File: config.mk
export PLATFORM = sky130hd
export DESIGN_NAME = rvnp_isqrt
export DESIGN_NICKNAME = d
export VERILOG_FILES = /design/src/rvnp_isqrt.sv
export SDC_FILE = /design/constraint.sdc
export NUM_CORES = 1
export LEC_CHECK = 0
export BUFFER_PORTS_ARGS = -buffer_cell sky130_fd_sc_hd__buf_2
export CORE_ASPECT_RATIO = 1.25
export CORE_MARGIN = 3
export CORE_UTILIZATION = 45
export CTS_CLUSTER_SIZE = 40
export DETAILED_ROUTE_END_ITERATION = 7
export GPL_TIMING_DRIVEN = 1
export HOLD_SLACK_MARGIN = 0.03
export MAX_ROUTING_LAYER = met4
export PLACE_DENSITY = 0.62
export SYNTH_ARGS = -nofsm -noshare
export SYNTH_HDL_FRONTEND = slang
export SYNTH_SLANG_ARGS = --single-unit
File: constraint.sdc
create_clock -name clk -period 33.7 [get_ports clk]
set_input_delay 1.685 -clock clk [delete_from_list [all_inputs] [get_ports clk]]
set_output_delay 1.685 -clock clk [all_outputs]
set_load 0.02 [all_outputs]
File: src/rvnp_isqrt.sv
`timescale 1ns / 1ps
module rvnp_isqrt #(
  parameter int W = 32
) (
  input  logic           clk,
  input  logic           rst,
  input  logic           start,
  input  logic [2*W-1:0] radicand,
  output logic           done,
  output logic [W-1:0]   root
);
  localparam int CW = $clog2(W + 1);
  localparam logic [2*W-1:0] BIT0 = {2'b01, {(2*W-2){1'b0}}};

  logic [2*W-1:0] x;
  logic [2*W-1:0] res;
  logic [2*W-1:0] bitv;
  logic [CW-1:0]  cnt;
  logic           busy;
  logic [2*W-1:0] trial;

  assign trial = res + bitv;
  assign root  = res[W-1:0];

  always_ff @(posedge clk) begin
    if (rst) begin
      busy <= 1'b0;
      done <= 1'b0;
    end else begin
      done <= 1'b0;
      if (start) begin
        x    <= radicand;
        res  <= '0;
        bitv <= BIT0;
        cnt  <= '0;
        busy <= 1'b1;
      end else if (busy) begin
        if (x >= trial) begin
          x   <= x - trial;
          res <= (res >> 1) + bitv;
        end else begin
          res <= res >> 1;
        end
        bitv <= bitv >> 2;
        cnt  <= cnt + 1'b1;
        if (cnt == CW'(W - 1)) begin
          busy <= 1'b0;
          done <= 1'b1;
        end
      end
    end
  end
endmodule

==> impl_metrics.ini <==
[timing]
fin_worst_skew_ns = 0.0170
rsz0062_at_grt = false
tns_ns = 0
slew_violations = 0
hold_slack_ns = 0.476
setup_ws_ns = 26.46
min_period_ns = 7.24
finalSetupViolCount = 0
tightest_slew_ns = 1.16
post-route-period-util_pct = 21.5
relSlewSlack_pct = 22.3
max_freq_ghz = 0.138
hold_viol = 0

[cells_and_area]
drive_gt1_share_pct = 9.80
area_growth_pct = 7.60
fill_cells = 3365
post-route-util_pct = 49.6
antenna_cells = 0
layout.nets = 2033
design_area_sq_um = 16800

[place]
post-dp-hpwl_mm = 34.3
pre_cts_ws_ns = 26.55
dpl_cell_area_sq_um = 16200
gp_congestion = 0.962
numPortBuffers = 99

[global_routing]
antenna_found_initial = 0
grt_pass1_wl_mm = 71.8
overflow = 0
grt_pass1_vias = 13500
grt.total_usage_pct = 24.5
grt_max_degree = 74

[synthesis]
synth_flop_cell = edfxtp_1
ys_top_cells_by_area = edfxtp_1, ha_1, nand2_1
synth.avg_cell_area_sq_um = 8.62
synth_seq_cells = 168
synth_top_area_cell = edfxtp_1
synthDominantCellAreaShare_pct = 31.9
syn-num-nets = 2014
postSynthCellCount = 1815
syn_area_sq_um = 15700
yosys_warnings = 0
synth_top_cells_by_count = nand2_1, edfxtp_1, nor2_1, o21ai_0, a21oi_1
yosysMostFrequentCell = nand2_1
async_flop_share_pct = 0
ys_types = 84
synth-edff-count = 166
ys_seq_area_share_pct = 32.1

[drt]
drc = 0
routedWlPerCell_um = 19.5
wl_mm = 45.0
antenna_left = 0
dr.first_iter.drc_count = 1092
dr.pass1.iters = 5
routed-via-count = 13900
routed_via_density = 6.00

[cts]
cts_buffers = 17
clk_transition_reported_paths_ns = 0.08
ctsRootBufferMaster = clkbuf_16
insertion_delay_ns = 0.47
hold_buffers = 0
cts_buffer_depth = 2
cts_sinks = 168
post_cts_buffers = 0
cts-resized-gates = 0
cts_max_level = 4
cts_tree = yes

[worst_setup_path]
worstSetupEndpoint = x[53]
r2r_start = res[22]
critPathKind = reg -> reg
cp.arrival_ns = 7.33
worstSetupEndpointType = flop
r2r_cells = 17
cp-startpoint = res[22]
worstPathMaxFanout = 64
rrSetupSlack_ns = 26.46
r2r_end = x[53]
required_ns = 33.79
start_kind = flop

[power]
peakVddDrop_uv = 36.2
power_density_nw_per_um2 = 57.2
p_leak_nw = 6.43

[hold_path]
hp-class = reg -> reg

[run_status]
status = complete, no violations

[die]
core_area_sq_um = 34000
placementRows = 75
dieHeight_um = 215
initial_core_util_pct = 46.1
ios = 100
die_w_um = 173
dieArea_sq_um = 37100

[flow_run]
drv_cap = 0
-- placed cells by master, fill, tap and decap left out, types with 65 or more instances in the layout --
master,n
ha_1,131
xor2_1,68
nand2_1,207
nor2_1,145
a21oi_1,135
o21ai_0,143
buf_2,98
a21o_1,65
edfxtp_1,166
xnor2_1,73
-- metrics by stage --
step	power, mW	std cells
2_1_floorplan	0.649	1815
3_3_place_gp	0.748	2277
3_5_place_dp	0.753	2277
4_1_cts	0.965	2309
5_1_grt	1.03	2309
6_report	0.962	2309
-- layout make-up --
cell class	count	area, sq um	share of cell area [%]
Clock buffer	18	439	2.61
Sequential cell	168	5020	29.8
Timing Repair Buffer	105	547	3.25
Tap cell	462	578	3.43
Clock inverter	14	169	1.00
Inverter	24	90.1	0.535
Multi-Input combinational cell	1518	9990	59.3
-- worst min-delay path by stage --
stage | startpoint | to | slack [ns] | cells after the start
5_1_grt | busy | done | 0.51 | 1
4_1_cts | busy | done | 0.48 | 1
6_report | busy | done | 0.48 | 1
3_5_place_dp | busy | done | 0.47 | 1
2_1_floorplan | busy | done | 0.45 | 1
3_3_place_gp | busy | done | 0.46 | 1
-- critical path: stages, from the launching register on --
cell	delay [ns]
edfxtp_1	0.56
ha_1	0.46
nand2_1	0.09
or3_1	0.38
o41ai_1	0.89
nand4_1	0.25
a31oi_1	0.40
a31oi_1	0.22
o21ai_0	0.33
xnor2_1	0.14
ha_1	0.42
nand2_1	0.12
nor2_1	0.23
nand3_1	0.15
or4_1	0.74
and2_4	0.45
a21boi_4	0.21
buf_4	0.69
-- power breakdown --
| part | switching (mW) | internal [mW] | leakage [nW] |
|---|---|---|---|
| clock | 0.101 | 0.109 | 0.302 |
| combinational | 0.278 | 0.179 | 4.50 |
| sequential | 0.0275 | 0.268 | 1.62 |
| total | 0.406 | 0.556 | 6.43 |
-- kinds of logic after synthesis --
kind of cell    count (synthesis)  synth area share (%)
compound gates                605                  25.2
xor+xnor                      141                  7.89
fa+ha+maj                     132                  10.6
buf+inv                       129                  4.18
flops                         168                  32.1
mux                             6                 0.400
simple gates                  634                  19.6
-- sequential cells by signal, summed over array words and instances (netlist names) --
register  flops
bitv         32
busy          1
cnt           6
done          1
res          64
x            64
-- metal layers --
metal / share of wire, % / global-route usage (%) / vias to the layer above
met5: 0 / - / -
met4: 3.5 / 9.71 / 0
met3: 3.5 / 2.46 / 80
met2: 53 / 44.4 / 347
met1: 40 / 27.6 / 6589
li1: - / - / 6844
(Power assumes the default switching activity.)
