--- src/rvnp_mul.sv ---
`timescale 1ns / 1ps
module rvnp_mul #(
  parameter int AW = 35,
  parameter int BW = 33
) (
  input  logic                    clk,
  input  logic signed [AW-1:0]    a,
  input  logic signed [BW-1:0]    b,
  output logic signed [AW+BW-1:0] p
);
  always_ff @(posedge clk) begin
    p <= a * b;
  end
endmodule

--- config.mk ---
export PLATFORM = sky130hd
export DESIGN_NAME = rvnp_mul
export DESIGN_NICKNAME = d
export VERILOG_FILES = /design/src/rvnp_mul.sv
export SDC_FILE = /design/constraint.sdc
export NUM_CORES = 2
export LEC_CHECK = 0
export ABC_CLOCK_PERIOD_IN_PS = 8200
export BUFFER_PORTS_ARGS = -buffer_cell sky130_fd_sc_hd__buf_2
export CORE_UTILIZATION = 61
export CTS_CLUSTER_SIZE = 16
export DETAILED_ROUTE_END_ITERATION = 10
export GPL_ROUTABILITY_DRIVEN = 0
export PLACE_DENSITY = 0.77
export REMOVE_ABC_BUFFERS = 1
export SYNTH_ARGS = -nofsm -noshare
export SYNTH_HDL_FRONTEND = slang
export SYNTH_SLANG_ARGS = --single-unit
--- constraint.sdc ---
create_clock -name clk -period 8.2 [get_ports clk]
set_input_delay 0 -clock clk [delete_from_list [all_inputs] [get_ports clk]]
set_output_delay 0 -clock clk [all_outputs]
set_load 0.05 [all_outputs]
==> results.sh <==
export IMPL_status="finished clean"
export IMPL_grt_overflow=0
export IMPL_setup_worst_path_class="input port to flop"
export IMPL_grt_pass1_vias=33440
export IMPL_post_synthesis_cell_area_sq_um=42410
export IMPL_period_share=0.9462
export IMPL_fp_coreArea_sq_um=68710
export IMPL_worst_path_required_ns=8.47
export IMPL_h_tree_depth=3
export IMPL_cts_max_path_buffers=2
export IMPL_synth_async_sr_flop_share=0
export IMPL_cts_hold_fix_buffers=0
export IMPL_post_synth_main_area_contributors="fa_1, inv_1, and2_1, ha_1, nand2_1"
export IMPL_synth_top_area_cell="fa_1"
export IMPL_tritoncts="yes"
export IMPL_shortest_period_the_worst_path_allows_ns=7.759
export IMPL_routedWlPerCell_microns=20.86
export IMPL_yosys_warnings=0
export IMPL_multi_input_gate_area_in_the_final_layout_sq_um=35750
export IMPL_end_kind="flop"
export IMPL_cts_root_buffer="clkbuf_16"
export IMPL_worst_setup_hold_path_clk_slew_ns=0.07
export IMPL_synth_edff_count=0
export IMPL_die_h_microns=265.7
export IMPL_crit_arrival_ns=8.03
export IMPL_cts_inserted_buffers=9
export IMPL_initialDrtViolationCount=2348
export IMPL_dominantRegCellSynth="dfxtp_1"
export IMPL_ys_ff_latch=68
export IMPL_hold_path_class="input port to flop"
export IMPL_place_detailed_hpwl_microns=92150
export IMPL_setup_viol_count_final=0
export IMPL_flow_area_growth_from_synthesis_pct=4.231
export IMPL_top_register="p"
export IMPL_post_cts_sizing_count=0
export IMPL_timing_final_max_slew_violations=0
export IMPL_area_sequential_sq_um=1361
export IMPL_rsz0062_at_grt="no"
export IMPL_dieArea_sq_um=70580
export IMPL_port_buffers=136
export IMPL_drc=0
export IMPL_design_portCount=137
export IMPL_buffers_inserted_during_post_cts_setup_optimization=0
export IMPL_detailroute_via_count=30430
export IMPL_drtPass1Iterations=6
export IMPL_worst_setup_path_start_kind="input port"
export IMPL_cts_sink_count=68
export IMPL_final_layout_size_suffix_gt1_frac=0.05885
export IMPL_synth_seq_area_share=0.03210
export IMPL_drt_antenna_violating_nets=0
export IMPL_worstPathMaxFanout=35
export IMPL_start_util=0.6172
export IMPL_fmaxAchievable_mhz=128.9
export IMPL_final_setup_tns_ns=0
export IMPL_timing_worst_slew_pin_value_ns=1.012
export IMPL_die_width_microns=265.7
export IMPL_hold_viol=0
export IMPL_yosysTopAreaCellShare=0.5698
export IMPL_syn_instance_count=4494
export IMPL_grt_pass1_wl_microns=183500
export IMPL_rows=96
export IMPL_yosysUniqueCellTypes=78
export IMPL_drt_wl_total_microns=113100
export IMPL_biggestRegsByFlops="p (68)"
export IMPL_drv_cap=0
export IMPL_vias_per_cell=5.614
export IMPL_num_nets_final=5978
export IMPL_grt_max_degree=36
export IMPL_grt_antenna_before_repair=4
export IMPL_avgSynthCellArea_sq_um=9.436
export IMPL_global_route_usage_total=0.3456
export IMPL_flip_flop_count_of_the_largest_register_all_copies_and_words_added=68
export IMPL_fillerInstances=5547
export IMPL_timing_max_slew_rel_slack=0.3253
final cells by class:
type,instances,share of cell area
Multi-Input combinational cell,3044,0.8088
Inverter,1138,0.09664
Sequential cell,68,0.03080
Timing Repair Buffer,220,0.03023
Tap cell,931,0.02635
Clock buffer,9,0.005095
Clock inverter,7,0.001868
Antenna cell,4,0.0002265
cell families after synthesis:
| group | synth area share |
|---|---|
| DFF | 0.03210 |
| and+or+nand+nor | 0.1569 |
| muxes | 0.0004721 |
| adders and majority gates | 0.6350 |
| buffers and inverters | 0.1249 |
| AOI/OAI and AO/OA | 0.03579 |
| xor gates and xnor gates | 0.01487 |
critical path, stage by stage:
cell and delay, ns:
buf_2 0.74, nand2_1 0.17, fa_1 0.53, inv_1 0.05
fa_1 0.53, inv_1 0.12, fa_1 0.55, inv_1 0.06
fa_1 0.48, fa_1 0.56, fa_1 0.51, fa_1 0.49
inv_1 0.05, fa_1 0.47, inv_1 0.04, ha_1 0.39
o21ai_0 0.26, o21ai_0 0.17, a2111oi_0 0.58, nor2_1 0.29
o21ai_0 0.27, o211ai_2 0.19, a41oi_2 0.25, o21bai_1 0.10
xor2_1 0.14
layout by cell type, fill, tap and decap left out, types with 49 or more instances in the layout:
cell type / Yosys / final
xnor2_1: 49 / 49
and2_1: 589 / 589
buf_2: 7 / 136
dfxtp_1: 68 / 68
inv_1: 1138 / 1138
ha_1: 221 / 221
nor2_1: 65 / 65
a21oi_1: 58 / 58
buf_4: 2 / 82
nand2_1: 581 / 581
fa_1: 1207 / 1207
synth_stat cells (2+ instances only):
master	n
nand2b_1	10
nor3b_1	2
clkbuf_1	226
xor2_1	23
a211oi_1	9
o2111ai_1	2
o21bai_1	9
nand3_1	16
o21ai_1	5
nor2_1	65
ha_1	221
a2111oi_0	4
mux2i_1	2
a21boi_1	3
and3_1	2
buf_6	3
nand2_1	581
and2_1	589
xnor2_1	49
a31oi_1	6
fa_1	1207
dfxtp_1	68
a21o_1	37
buf_4	2
o21a_1	7
o211ai_2	2
and3_2	2
nand4b_1	3
o211ai_1	3
nor3_1	16
o21ai_2	2
nand4_1	17
a21oi_2	5
or3_1	4
a41oi_2	2
clkbuf_8	4
o221ai_1	2
buf_2	7
and4_1	2
inv_1	1138
nor2b_1	5
a21oi_1	58
o21ai_0	39
worst paths after layout:
path | slack, ns | cells past startpoint | endpoint | startpoint
max | 0.44 | 25 | p[61] | b[11]
min | 0.26 | 2 | p[0] | a[0]
metal layers:
metal | global-route usage | vias to the layer above | share of wire
met1 | 0.4393 | 15810 | 0.37
met4 | 0.1605 | 0 | 0.054
met3 | 0.08535 | 365 | 0.10
met2 | 0.5606 | 1526 | 0.48
met5 | 0 | - | 0
li1 | - | 12730 | -
stage by stage:
stage	area, sq um	worst slack [ns]	cells	util	hold WS (ns)
after floorplan	41380	0.9355	4250	-	0.1217
after global placement	43880	0.3800	5401	0.6387	0.4679
after detailed placement	43880	0.2481	5401	0.6387	0.4680
after CTS	44190	0.6519	5417	0.6432	0.2047
after global routing	44190	0.1520	5418	0.6432	0.2538
final	44200	0.4411	5421	0.6433	0.2642
Power is left out: the tool's default activity adds up to more than one toggle a clock period on the data nets, which glitch-free logic cannot reach.
