--- config.mk ---
export PLATFORM = sky130hd
export DESIGN_NAME = rvnp_div
export DESIGN_NICKNAME = d
export VERILOG_FILES = /design/src/rvnp_div.sv
export SDC_FILE = /design/constraint.sdc
export NUM_CORES = 1
export LEC_CHECK = 0
export BUFFER_PORTS_ARGS = -buffer_cell sky130_fd_sc_hd__buf_2
export CORE_ASPECT_RATIO = 0.5
export CORE_MARGIN = 10
export CORE_UTILIZATION = 58
export CTS_BUF_LIST = sky130_fd_sc_hd__clkbuf_4
export CTS_CLUSTER_SIZE = 40
export DETAILED_ROUTE_END_ITERATION = 10
export GPL_ROUTABILITY_DRIVEN = 0
export PLACE_DENSITY = 0.83
export REMOVE_ABC_BUFFERS = 1
export SLEW_MARGIN = 20
export SYNTH_ARGS = -nofsm -noshare
export SYNTH_HDL_FRONTEND = slang
export SYNTH_SLANG_ARGS = --single-unit
--- constraint.sdc ---
create_clock -name clk -period 4.7 [get_ports clk]
set_clock_uncertainty 0.2 [all_clocks]
set_input_delay 0.235 -clock clk [delete_from_list [all_inputs] [get_ports clk]]
set_output_delay 0.235 -clock clk [all_outputs]
set_load 0.005 [all_outputs]
--- src/rvnp_div.sv ---
`timescale 1ns / 1ps
// (num << F) / den, restoring, for num <= den: quotient fits F+1 bits
module rvnp_div #(
  parameter int W = 32,
  parameter int F = 16
) (
  input  logic         clk,
  input  logic         rst,
  input  logic         start,
  input  logic [W-1:0] num,
  input  logic [W-1:0] den,
  output logic         done,
  output logic [F:0]   quo
);
  localparam int CW = $clog2(F + 1);

  logic [W:0]    rem;
  logic          nb;
  logic [CW-1:0] cnt;
  logic          busy;
  logic [W:0]    trial;
  logic          ge;

  assign trial = {rem[W-1:0], nb};
  assign ge    = trial >= {1'b0, den};

  always_ff @(posedge clk) begin
    if (rst) begin
      busy <= 1'b0;
      done <= 1'b0;
    end else begin
      done <= 1'b0;
      if (start) begin
        rem  <= {2'b00, num[W-1:1]};
        nb   <= num[0];
        quo  <= '0;
        cnt  <= '0;
        busy <= 1'b1;
      end else if (busy) begin
        rem  <= ge ? trial - {1'b0, den} : trial;
        quo  <= {quo[F-1:0], ge};
        nb   <= 1'b0;
        cnt  <= cnt + 1'b1;
        if (cnt == CW'(F)) begin
          busy <= 1'b0;
          done <= 1'b1;
        end
      end
    end
  end
endmodule

==> metrics.log <==
[metrics] RR Endpoint: rem[11]
[metrics] TNS Setup: 0 ns
[metrics] kind of end point of the critical path: register
[metrics] via count: 4115
[metrics] Cells on Worst Hold Path: 3
[metrics] number of cells traversed by the worst register-to-register path: 9
[metrics] largest net degree at the start of global routing: 83
[metrics] TritonRoute pass-1 iters: 5
[metrics] global-route usage over all layers: 0.1911
[metrics] leading cell types by count after synthesis: edfxtp_1 (55), a21oi_1 (49), inv_1 (44)
[metrics] P per Cell Area: 299.4 nW/um^2
[metrics] floorplan core area: 7515 sq um
[metrics] unrepaired setup endpoints after global routing: false
[metrics] async set or reset register ratio after synthesis: 0
[metrics] Critical Path Fanout Max: 28
[metrics] Setup-failing EPs final: 0
[metrics] clock tree from TritonCTS: done
[metrics] Mapped Area: 4588 sq um
[metrics] synthesized instance count: 509
[metrics] post-synthesis register bit count: 57
[metrics] number of buffers added on ports: 84
[metrics] highest achievable clock rate: 268.8 MHz
[metrics] layout cells sized above 1: 0.2139
[metrics] worst endpoint required time: 4.70 ns
[metrics] largest cells by area after synthesis: edfxtp_1 (36%), ha_1 (9.3%), a21oi_1 (5.3%)
[metrics] Horiz. Die Dim: 145.8 um
[metrics] Area growth, synth to finish: 19.50%
[metrics] largest voltage drop on the vdd net: 0.1975 mV
[metrics] endpoint arrival time on the critical path: 3.72 ns
[metrics] initial cell density of the core: 0.6106
[metrics] Placement Rows: 22
[metrics] reported leakage power: 2.366 nW
[metrics] detailed-route DRC error count: 0
[metrics] category of the critical setup timing path: reg2reg
[metrics] number of enable flip-flop cells after synthesis: 55
[metrics] wirelength, routed: 11.52 mm
[metrics] placed wire-length estimate: 8.446 mm
[metrics] slew at the pin closest to its max-slew limit: 0.8314 ns
[metrics] Most used DFF post-synth: edfxtp_1
[metrics] global-route wire length before repair: 19.49 mm
[metrics] clock-pin slew on the worst setup and hold paths: 0.10 ns
[metrics] Setup Fix Bufs, Post-CTS: 0
[metrics] beginning of the worst hold path: num[21]
[metrics] clock latency on the worst-skew pair: 0.44 ns
[metrics] share of the core filled with cells: 0.7296
[metrics] post-detailed-route via-to-cell ratio: 5.668
[metrics] total number of yosys warnings: 0
[metrics] Final nets: 714
[metrics] number of maximum-capacitance constraint violations: 0
[metrics] CTS H-tree depth: 3
[metrics] Min-Delay Endpoint: rem[20]
[metrics] minimum period implied by the final worst setup slack: 3.720 ns
[metrics] average size of a mapped cell: 9.014 sq um
[metrics] worst hold path class: in2reg
[metrics] num ports: 85
[metrics] floorplan die area: 12080 sq um
[metrics] R2R Setup Slk: 0.98 ns
[metrics] share of the yosys chip area belonging to registers: 0.3687
[metrics] kind of start point of the critical path: register
[metrics] via count of the first global-routing pass: 4053
[metrics] largest area contributor in the synthesized netlist: edfxtp_1
[metrics] power consumption: 1.641 mW
[metrics] crit path from: rem[19]
[metrics] largest buffer count on any clock path: 2
[metrics] r2r startpoint: rem[19]
[metrics] cell with the most instances after synthesis: edfxtp_1
[metrics] count of final max-slew check failures: 0
[metrics] initial antenna violation count: 0
[metrics] number of different library cells in the post-synthesis netlist: 56
[metrics] TritonCTS sink count: 57
[metrics] result of the run: finished clean
[metrics] Avg WL per Cell: 15.86 um
[metrics] count of endpoints failing hold in the final timing report: 0
[metrics] global-route congestion overflow total: 0
[metrics] fin crit share: 0.7915
[metrics] library cell used as clock root buffer: clkbuf_4
[metrics] number of DRC violations after detailed-routing iteration 0: 428
[metrics] clock buffers created by TritonCTS: 9
[metrics] Slew Limit Headroom: 0.4457
[metrics] residual antenna-violating net count after detailed routing: 0
[metrics] share of the synthesized area in the top cell type: 0.3600
[metrics] Die Height: 82.89 um
[through the flow]
| step | area, sq um | cells | hold slack (ns) | setup WS, ns |
|---|---|---|---|---|
| global placement | 5052 | 680 | 0.2580 | 1.101 |
| finish | 5483 | 726 | 0.01572 | 0.9798 |
| detailed placement | 5052 | 680 | 0.2560 | 1.061 |
| floorplan | 4454 | 484 | 0.1111 | 0.6581 |
| CTS | 5453 | 724 | 0.001315 | 1.040 |
| global route | 5480 | 725 | 0.01653 | 0.7805 |
[logic make-up after synthesis]
| group | Yosys count | share of synthesized area |
|---|---|---|
| buf+inv | 69 | 0.06517 |
| flops | 57 | 0.3687 |
| compound gates | 139 | 0.1917 |
| mux | 18 | 0.04390 |
| simple gates | 167 | 0.1876 |
| fa+ha+maj | 35 | 0.09708 |
| xor+xnor | 24 | 0.04581 |
[flip-flops by register name, summed over array words and instances, names as in the netlist]
name / count
nb: 1
quo: 17
cnt: 5
done: 1
busy: 1
rem: 32
[cells in the final DEF (no fill, tap or decap), types with 11 or more instances in the layout]
master	instances
mux2_2	17
dlygate4sd3_1	28
nor2b_1	21
ha_1	34
edfxtp_1	55
a21o_1	16
xnor2_1	12
buf_2	84
xor2_1	12
inv_1	44
o21ai_0	29
a21oi_1	49
nand2_1	40
nor2_1	38
nand3_1	11
[worst max path at each step]
stage,cells past startpoint,end
6_report,9,rem[11]
3_5_place_dp,9,rem[11]
4_1_cts,9,rem[11]
2_1_floorplan,8,rem[10]
3_3_place_gp,9,rem[15]
5_1_grt,9,rem[11]
[critical path, cell delays in order, from the launching register on]
cell and delay, ns:
edfxtp_1 0.42, ha_1 0.50, nand4_1 0.19, nor4_2 0.40
a211oi_1 0.16, a311oi_2 0.48, or3_1 0.37, buf_4 0.37
a21oi_1 0.12, mux2_2 0.27
[cell type report]
| type | count | area (sq um) |
|---|---|---|
| repair buffers | 117 | 758.2 |
| fillers | 611 | 2032 |
| multi-input cells | 383 | 2610 |
| flip-flops and latches | 57 | 1692 |
| clock buffers | 10 | 75.07 |
| clock inverters | 6 | 45.04 |
| diodes | 1 | 2.502 |
| well taps | 108 | 135.1 |
| inverters | 44 | 165.2 |
[repair_timing]
| item | CTS | global route |
|---|---|---|
| hold buffers | 28 | 0 |
| setup endpoints to repair | 0 | 0 |
| endpoints found under the hold margin | 28 | 0 |
| gates resized for setup | 0 | 0 |
[per-layer routing]
layer / share of wire / wire length (um) / track usage
met1: 0.45 / 5209 / 0.2500
met2: 0.45 / 5179 / 0.2944
met3: 0.081 / 935 / 0.05952
met4: 0.017 / 192 / 0.05978
met5: 0 / 0 / 0
[report_power, final]
| part | switching, mW | internal, mW | total (mW) |
|---|---|---|---|
| registers | 0.0256 | 0.625 | 0.650 |
| logic | 0.383 | 0.286 | 0.668 |
| clock network | 0.209 | 0.115 | 0.323 |
| total | 0.617 | 1.02 | 1.64 |
(Power assumes the default switching activity.)
